## src/design/tlp_pkg.sv

```systemverilog
// Shared constants and opcodes for the tempo-locked phasor.
// Used by the top level and by its port checker; no dependencies.
package tlp_pkg;

  localparam int VECTOR_LEN_DEFAULT = 64;

  localparam int IN_DATA_W  = 104;
  localparam int OUT_DATA_W = 88;

  localparam logic [1:0] OP_SET   = 2'd0;
  localparam logic [1:0] OP_TICK  = 2'd1;
  localparam logic [1:0] OP_CLEAR = 2'd2;

  localparam logic [55:0] ONE_Q32        = 56'h00_0001_0000_0000;
  localparam logic [55:0] PHASE_INACTIVE = 56'hFF_FFFF_0000_0000;
  localparam logic [32:0] RATE_MAX       = 33'h1_FFFF_FFFF;
  localparam logic [32:0] RATE_ONE       = 33'h1_0000_0000;

endpackage

```

## src/design/tempo_locked_phasor.sv

```systemverilog
// Tempo-locked quarter-note phasor: top level with its sequencer and divider.
// Depends on tlp_pkg for opcodes and fixed-point constants.
//
// Usage: requests arrive on the s_ channel, opcode in s_tuser. A set-time
// request latches the host position, tempo, transport flag and sample rate
// and derives the phase and per-sample rate; it produces no result. It holds
// the block in S_SET when inactive or on a fresh start at zero sample rate,
// in S_SET then S_ADJ when a continuing rate needs no division, and in S_SET,
// S_ADJ (continuing only), S_DIV and S_SAT when the bit-serial divider runs
// (56 quotient steps, one 33-bit compare and subtract per cycle). A tick
// request produces VECTOR_LEN results on the m_ channel, one per cycle while
// m_tready is high, with m_tlast on the final one; the first result is
// registered once the output register is free. A clear request is handled
// in the idle state. s_tready is high only while the sequencer is idle; a
// new request may be taken while the final result of a tick still waits in
// the output register. When the receiver stalls, the output register holds
// its result and the sequencer waits. Synchronous reset clears the phasor
// state: phase and rate zero, transport stopped, no result pending.
module tempo_locked_phasor #(
  parameter int VECTOR_LEN = tlp_pkg::VECTOR_LEN_DEFAULT
) (
  input  logic                            clk,
  input  logic                            rst,
  input  logic                            s_tvalid,
  output logic                            s_tready,
  // [55:0] beat_position, [81:56] tempo_bpm, [82] is_playing,
  // [101:83] sample_rate_hz, [103:102] zero
  input  logic [tlp_pkg::IN_DATA_W-1:0]   s_tdata,
  // [1:0] opcode
  input  logic [1:0]                      s_tuser,
  output logic                            m_tvalid,
  input  logic                            m_tready,
  // [55:0] phase, [87:56] samples_since_start
  output logic [tlp_pkg::OUT_DATA_W-1:0]  m_tdata,
  output logic                            m_tlast
);

  localparam int CNT_W = (VECTOR_LEN > 1) ? $clog2(VECTOR_LEN) : 1;

  localparam logic [2:0] S_IDLE = 3'd0;
  localparam logic [2:0] S_SET  = 3'd1;
  localparam logic [2:0] S_ADJ  = 3'd2;
  localparam logic [2:0] S_DIV  = 3'd3;
  localparam logic [2:0] S_SAT  = 3'd4;
  localparam logic [2:0] S_TICK = 3'd5;

  logic [2:0] state;

  // Phasor state.
  logic [55:0] phase_acc;
  logic [32:0] phase_rate;
  logic [55:0] prev_position;
  logic [55:0] prev_phase;
  logic        was_playing;
  logic [31:0] samples_since_set;
  logic [31:0] start_count;

  // Latched request fields.
  logic [55:0] pos_r;
  logic [25:0] bpm_r;
  logic        play_r;
  logic [18:0] sr_r;

  // Set-time working registers.
  logic [56:0] diff_r;
  logic        fresh_r;
  logic [31:0] divisor;
  logic [31:0] rem;
  logic [55:0] quo;
  logic [5:0]  div_cnt;

  logic [CNT_W-1:0] vec_cnt;

  // Set-time decode on the latched request.
  logic        active;
  logic        fresh;
  logic        pos_positive;
  logic [55:0] ph;
  logic [56:0] diff;
  logic [24:0] den;

  always_comb begin
    pos_positive = !pos_r[55] && (pos_r != 56'd0);
    active       = (pos_r != prev_position) && play_r;
    fresh        = play_r && !was_playing;
    if (!active) begin
      ph = 56'd0;
    end else if (pos_positive) begin
      ph = {24'd0, pos_r[31:0]};
    end else begin
      ph = pos_r;
    end
    diff = {ph[55], ph} - {prev_phase[55], prev_phase};
    den  = 25'(sr_r) * 25'd60;
  end

  // Wrap of a negative delta and its sign test.
  logic [56:0] dadj;
  logic        dadj_nonpos;

  always_comb begin
    dadj        = diff_r[56] ? (diff_r + {1'b0, tlp_pkg::ONE_Q32}) : diff_r;
    dadj_nonpos = dadj[56] || (dadj == 57'd0);
  end

  // One restoring divide step.
  logic [32:0] trial;
  logic        trial_ge;
  logic [32:0] trial_diff;

  always_comb begin
    trial      = {rem, quo[55]};
    trial_ge   = trial >= {1'b0, divisor};
    trial_diff = trial - {1'b0, divisor};
  end

  // Phase advance for the next sample.
  logic [55:0] acc_sum;
  logic [55:0] acc_next;

  always_comb begin
    acc_sum = phase_acc + {23'd0, phase_rate};
    if ($signed(acc_sum) > $signed(tlp_pkg::ONE_Q32)) begin
      acc_next = acc_sum - tlp_pkg::ONE_Q32;
    end else begin
      acc_next = acc_sum;
    end
  end

  logic out_free;
  logic vec_last;

  assign s_tready = (state == S_IDLE);
  assign out_free = !m_tvalid || m_tready;
  assign vec_last = (vec_cnt == CNT_W'(VECTOR_LEN - 1));

  always_ff @(posedge clk) begin
    if (rst) begin
      state             <= S_IDLE;
      phase_acc         <= 56'd0;
      phase_rate        <= 33'd0;
      prev_position     <= 56'd0;
      prev_phase        <= 56'd0;
      was_playing       <= 1'b0;
      samples_since_set <= 32'd0;
      start_count       <= 32'd0;
      m_tvalid          <= 1'b0;
      vec_cnt           <= '0;
      div_cnt           <= 6'd0;
    end else begin
      // In the tick state an accepted result is replaced by the next one.
      if (m_tvalid && m_tready && (state != S_TICK)) begin
        m_tvalid <= 1'b0;
      end
      unique case (state)
        S_IDLE: begin
          if (s_tvalid) begin
            pos_r  <= s_tdata[55:0];
            bpm_r  <= s_tdata[81:56];
            play_r <= s_tdata[82];
            sr_r   <= s_tdata[101:83];
            case (s_tuser)
              tlp_pkg::OP_SET: begin
                state <= S_SET;
              end
              tlp_pkg::OP_TICK: begin
                vec_cnt <= '0;
                state   <= S_TICK;
              end
              tlp_pkg::OP_CLEAR: begin
                phase_rate  <= 33'd0;
                was_playing <= 1'b0;
              end
              default: begin
              end
            endcase
          end
        end
        S_SET: begin
          prev_position     <= pos_r;
          prev_phase        <= ph;
          was_playing       <= play_r;
          samples_since_set <= 32'd0;
          diff_r            <= diff;
          fresh_r           <= fresh;
          rem               <= 32'd0;
          div_cnt           <= 6'd0;
          if (!active) begin
            phase_acc  <= tlp_pkg::PHASE_INACTIVE;
            phase_rate <= 33'd0;
            state      <= S_IDLE;
          end else if (fresh) begin
            start_count <= 32'd0;
            phase_acc   <= 56'd0;
            divisor     <= {7'd0, den};
            quo         <= {14'd0, bpm_r, 16'd0};
            if (den == 25'd0) begin
              phase_rate <= tlp_pkg::RATE_MAX;
              state      <= S_IDLE;
            end else begin
              state <= S_DIV;
            end
          end else begin
            phase_acc <= ph;
            divisor   <= samples_since_set;
            state     <= S_ADJ;
          end
        end
        S_ADJ: begin
          if (dadj_nonpos) begin
            phase_rate <= 33'd0;
            state      <= S_IDLE;
          end else if (divisor == 32'd0) begin
            phase_rate <= tlp_pkg::RATE_ONE;
            state      <= S_IDLE;
          end else begin
            quo   <= dadj[55:0];
            state <= S_DIV;
          end
        end
        S_DIV: begin
          rem     <= trial_ge ? trial_diff[31:0] : trial[31:0];
          quo     <= {quo[54:0], trial_ge};
          div_cnt <= div_cnt + 6'd1;
          if (div_cnt == 6'd55) begin
            state <= S_SAT;
          end
        end
        S_SAT: begin
          if (fresh_r) begin
            phase_rate <= (quo > {23'd0, tlp_pkg::RATE_MAX}) ? tlp_pkg::RATE_MAX
                                                             : quo[32:0];
          end else begin
            phase_rate <= (quo > {23'd0, tlp_pkg::RATE_ONE}) ? tlp_pkg::RATE_ONE
                                                             : quo[32:0];
          end
          state <= S_IDLE;
        end
        S_TICK: begin
          if (out_free) begin
            m_tvalid  <= 1'b1;
            m_tdata   <= {start_count + 32'(vec_cnt), phase_acc};
            m_tlast   <= vec_last;
            phase_acc <= acc_next;
            vec_cnt   <= vec_cnt + CNT_W'(1);
            if (vec_last) begin
              samples_since_set <= samples_since_set + 32'(VECTOR_LEN);
              start_count       <= start_count + 32'(VECTOR_LEN);
              state             <= S_IDLE;
            end
          end
        end
        default: begin
          state <= S_IDLE;
        end
      endcase
    end
  end

endmodule

```

## config.mk

```make
export PLATFORM = sky130hd
export DESIGN_NAME = tempo_locked_phasor
export DESIGN_NICKNAME = d
export VERILOG_FILES = /design/src/design/tlp_pkg.sv /design/src/design/tempo_locked_phasor.sv
export SDC_FILE = /design/constraint.sdc
export NUM_CORES = 1
export LEC_CHECK = 0
export ABC_AREA = 1
export BUFFER_PORTS_ARGS = -buffer_cell sky130_fd_sc_hd__buf_2
export CELL_PAD_IN_SITES_DETAIL_PLACEMENT = 0
export CELL_PAD_IN_SITES_GLOBAL_PLACEMENT = 1
export CORE_MARGIN = 2
export CORE_UTILIZATION = 47
export DETAILED_ROUTE_END_ITERATION = 6
export HOLD_SLACK_MARGIN = 0.15
export PLACE_DENSITY_LB_ADDON = 0.1
export SLEW_MARGIN = 0
export SYNTH_ARGS = -nofsm -noshare
export SYNTH_HDL_FRONTEND = slang
export SYNTH_SLANG_ARGS = --single-unit
```

## constraint.sdc

```tcl
create_clock -name clk -period 12.4 [get_ports clk]
set_input_delay 1.24 -clock clk [delete_from_list [all_inputs] [get_ports clk]]
set_output_delay 1.24 -clock clk [all_outputs]
set_load 0.02 [all_outputs]
```

==> key figures <==
Run status
  – Status: finished clean

Power
  – Logic gate share of total power: 35.3%
  – Clk network pwr share: 28.2%
  – LEAKAGE: 18.2 nW
  – Pwr dens: 183 nW/µm²
  – Switching pwr: 0.00304 W
  – Internal power: 0.00478 W
  – Flop pwr share: 36.5%
  – Power Total: 0.00782 W
  – Sw Share: 38.9%
  – Worst VDD drop: 0.0976 mV

Setup path
  – Crit path largest cell delay: 0.81 ns
  – Critical Path End: diff_r[42]$_DFFE_PP_
  – CP Capture Type: register
  – CP Launch Type: register
  – R2R Setup Slk: 6.52 ns
  – R2r endpoint: diff_r[42]$_DFFE_PP_
  – Worst r2r src: pos_r[1]$_DFFE_PP_
  – Worst setup path start: pos_r[1]$_DFFE_PP_
  – Worst path slowest cell: o21ai_0
  – R2r worst-path depth: 24
  – WP data required: 12.78 ns
  – Most used cell, CP: a21oi_1
  – CP arrival: 6.26 ns
  – CP cell instances: inv_1, nand2_1, a21oi_1, nand4_1, nor2_1, nand4_1, nor3_1, buf_4, nor2_2, inv_2, nor2_1, ha_1, nand2_1, o21ai_0, a21oi_1, o21ai_0, a21oi_1, inv_1, a21oi_1, o21ai_0, nand2_1, nand2_1, a21oi_1, xnor2_1
  – CP Max Fanout: 44
  – WS Path Type: reg -> reg

Timing
  – Tightest Pin Transition: 1.23 ns
  – Setup_tns: 0 ns
  – RSZ-0062 raised after global routing: false
  – Final hold slack: 0.435 ns
  – Final Hold Fails: 0
  – Slew HR: 18.1%
  – Worst Skew: 0.0201 ns
  – Fin. max-slew vios: 0
  – Peak Freq: 170 MHz
  – Final min period: 5.88 ns
  – Period utilization: 47.4%
  – Final setup vio count: 0

Layout
  – Commonest non-fill, non-tap cell in the layout: nand2_1
  – Util after Layout: 52.9%
  – ANT cells: 0
  – Layout area overhead: 11.4%
  – Final nets: 5,344
  – Final Non-Filler Cells: 6,161
  – Layout cells sized above 1: 9.29%
  – Most frequent cells in the layout: nand2_1, inv_1, edfxtp_1, nor2_1, a21oi_1

Yosys
  – Register area share after synthesis: 42.8%
  – Ys async rst share: 0%
  – Syn Area/Cell: 7.81 µm²
  – Synth cell types: 65
  – Number of synthesized register bits: 637
  – Most used DFF post-synth: edfxtp_1
  – Post-synth net total: 5,210
  – Post-synth EDFFs: 367
  – Synth Instances: 4,908
  – Synth warnings: 0
  – Mapped cell area: 38,400 µm²

CTS
  – CTS Buf Count: 72
  – TritonCTS clock tree: yes
  – Clock sink count: 637
  – Setup bufs post-CTS: 0
  – Post-CTS Resized: 0
  – CTS max path bufs: 3
  – Root Driver: clkbuf_16
  – Clk_lat worst skew: 0.63 ns
  – Hold_buf cts: 0
  – H-tree levels: 3
  – Clock-pin transition on the worst setup and hold timing paths: 0.06 ns

Global routing
  – GRT Total Usage: 27.3%
  – Congestion Overflow GR: 0
  – First-pass GRT wire length: 178 mm
  – Largest net degree at the start of global routing: 82
  – Initial antenna violation count: 1
  – Vias in the first global route: 31,000

Drt
  – Vias per Instance: 5.32
  – Total number of vias: 32,800
  – DRT Pass-1 Iters: 5
  – DRC viols: 0
  – Number of routed nets with antenna violations: 0
  – WL final: 115 mm
  – DR iter-0 viols: 2,126
  – Drt wl/cell: 18.6 µm

Floorplan
  – Initial Util: 47.5%
  – # IOs: 201
  – Die Y: 290 µm
  – Core Area: 80,700 µm²
  – Cell row count: 104
  – Die area: 83,900 µm²
  – Die Wd: 290 µm

Placement
  – IO buf count: 198
  – Dpl cells: 6,028
  – Gpl congestion: 0.920
  – Post-DP HPWL: 89.1 mm

Run
  – Max Cap Viol: 0

Hold path
  – Path type of the worst min-delay path: reg -> reg
## synth_stat cells, types with 21 or more instances
master / count / share of area [%]
xnor2_1: 74 / 1.7
xor2_1: 114 / 2.6
ha_1: 155 / 5.1
o22ai_1: 55 / 0.90
nand2_1: 1249 / 12
nor2_1: 353 / 3.5
nand4_1: 118 / 1.9
o21ai_0: 269 / 3.5
a31oi_1: 39 / 0.64
fa_1: 37 / 1.9
edfxtp_1: 367 / 29
nand3_1: 185 / 2.4
dfxtp_1: 270 / 14
o211ai_1: 63 / 1.2
a311oi_1: 21 / 0.48
inv_1: 680 / 6.7
nand2_2: 25 / 0.41
nor4_1: 50 / 0.82
clkbuf_1: 143 / 1.4
a21oi_1: 312 / 4.1
nor2_2: 27 / 0.44
nor3_1: 94 / 1.2
inv_2: 22 / 0.22
## per-layer routing
layer / vias up / part of all wire, % / track usage [%]
met1: 15300 / 45 / 37.0
met3: 149 / 4.6 / 2.84
met2: 779 / 47 / 45.7
met5: - / 0.011 / 0
met4: 2 / 3.1 / 8.83
li1: 16600 / - / -
## power groups by stage
stage | sequential (W) | combinational, W | clock [W]
3_5_place_dp | 0.00290 | 0.00275 | 0
6_report | 0.00286 | 0.00276 | 0.00220
5_1_grt | 0.00288 | 0.00311 | 0.00233
4_1_cts | 0.00286 | 0.00276 | 0.00225
2_1_floorplan | 0.00278 | 0.00206 | 0
3_3_place_gp | 0.00290 | 0.00274 | 0
## cells by family after synthesis
group	synth area share (%)
buf+inv	8.74
xor+xnor	4.37
fa+ha+maj	6.99
compound gates	12.6
other cells	0.0196
flops	42.8
simple gates	24.5
## state kept, by name (all words and copies together) (netlist names)
signal / cells
m_tdata: 88
bpm_r: 26
sr_r: 19
samples_since_set: 26
m_tlast: 1
state: 3
phase_rate: 33
phase_acc: 56
was_playing: 1
quo: 56
play_r: 1
div_cnt: 6
divisor: 30
diff_r: 57
rem: 32
pos_r: 56
fresh_r: 1
vec_cnt: 6
prev_phase: 56
prev_position: 56
m_tvalid: 1
start_count: 26
## critical path, delay by kind of cell, from the launching register on
family                     cells  cell delay [ns]
buffers and inverters          4             1.18
adders and majority gates      1             0.43
AOI/OAI and AO/OA              8             2.25
DFF                            1             0.38
and+or+nand+nor               10             1.25
xor gates and xnor gates       1             0.12
## stage by stage
step           worst slack [ns]  area [µm²]
2_1_floorplan              3.17       38400
3_3_place_gp               6.61       40300
3_5_place_dp               6.60       40300
4_1_cts                    6.59       42700
5_1_grt                    6.09       42700
6_report                   6.52       42700
## area by class of cell
cell class | count | area [µm²]
well taps | 1060 | 1330
clock buffers | 101 | 2070
flip-flops and latches | 637 | 16400
multi-input cells | 3396 | 18600
fillers | 7926 | 38000
inverters | 709 | 2670
repair buffers | 226 | 1200
clock inverters | 32 | 369
## how the worst min path moves through the flow
stage	from	endpoint	slack [ns]	depth (start not counted)
finish	start_count[8]$_SDFFE_PP0P_	m_tdata[64]$_DFFE_PP_	0.44	0
floorplan	phase_acc[35]$_SDFFE_PP0P_	m_tdata[35]$_DFFE_PP_	0.41	0
global placement	vec_cnt[3]$_SDFFE_PP0P_	m_tdata[59]$_DFFE_PP_	0.41	0
global route	start_count[8]$_SDFFE_PP0P_	m_tdata[64]$_DFFE_PP_	0.44	0
CTS	start_count[8]$_SDFFE_PP0P_	m_tdata[64]$_DFFE_PP_	0.44	0
detailed placement	start_count[8]$_SDFFE_PP0P_	m_tdata[64]$_DFFE_PP_	0.42	0
No activity file was read; power rests on OpenSTA's default activity.
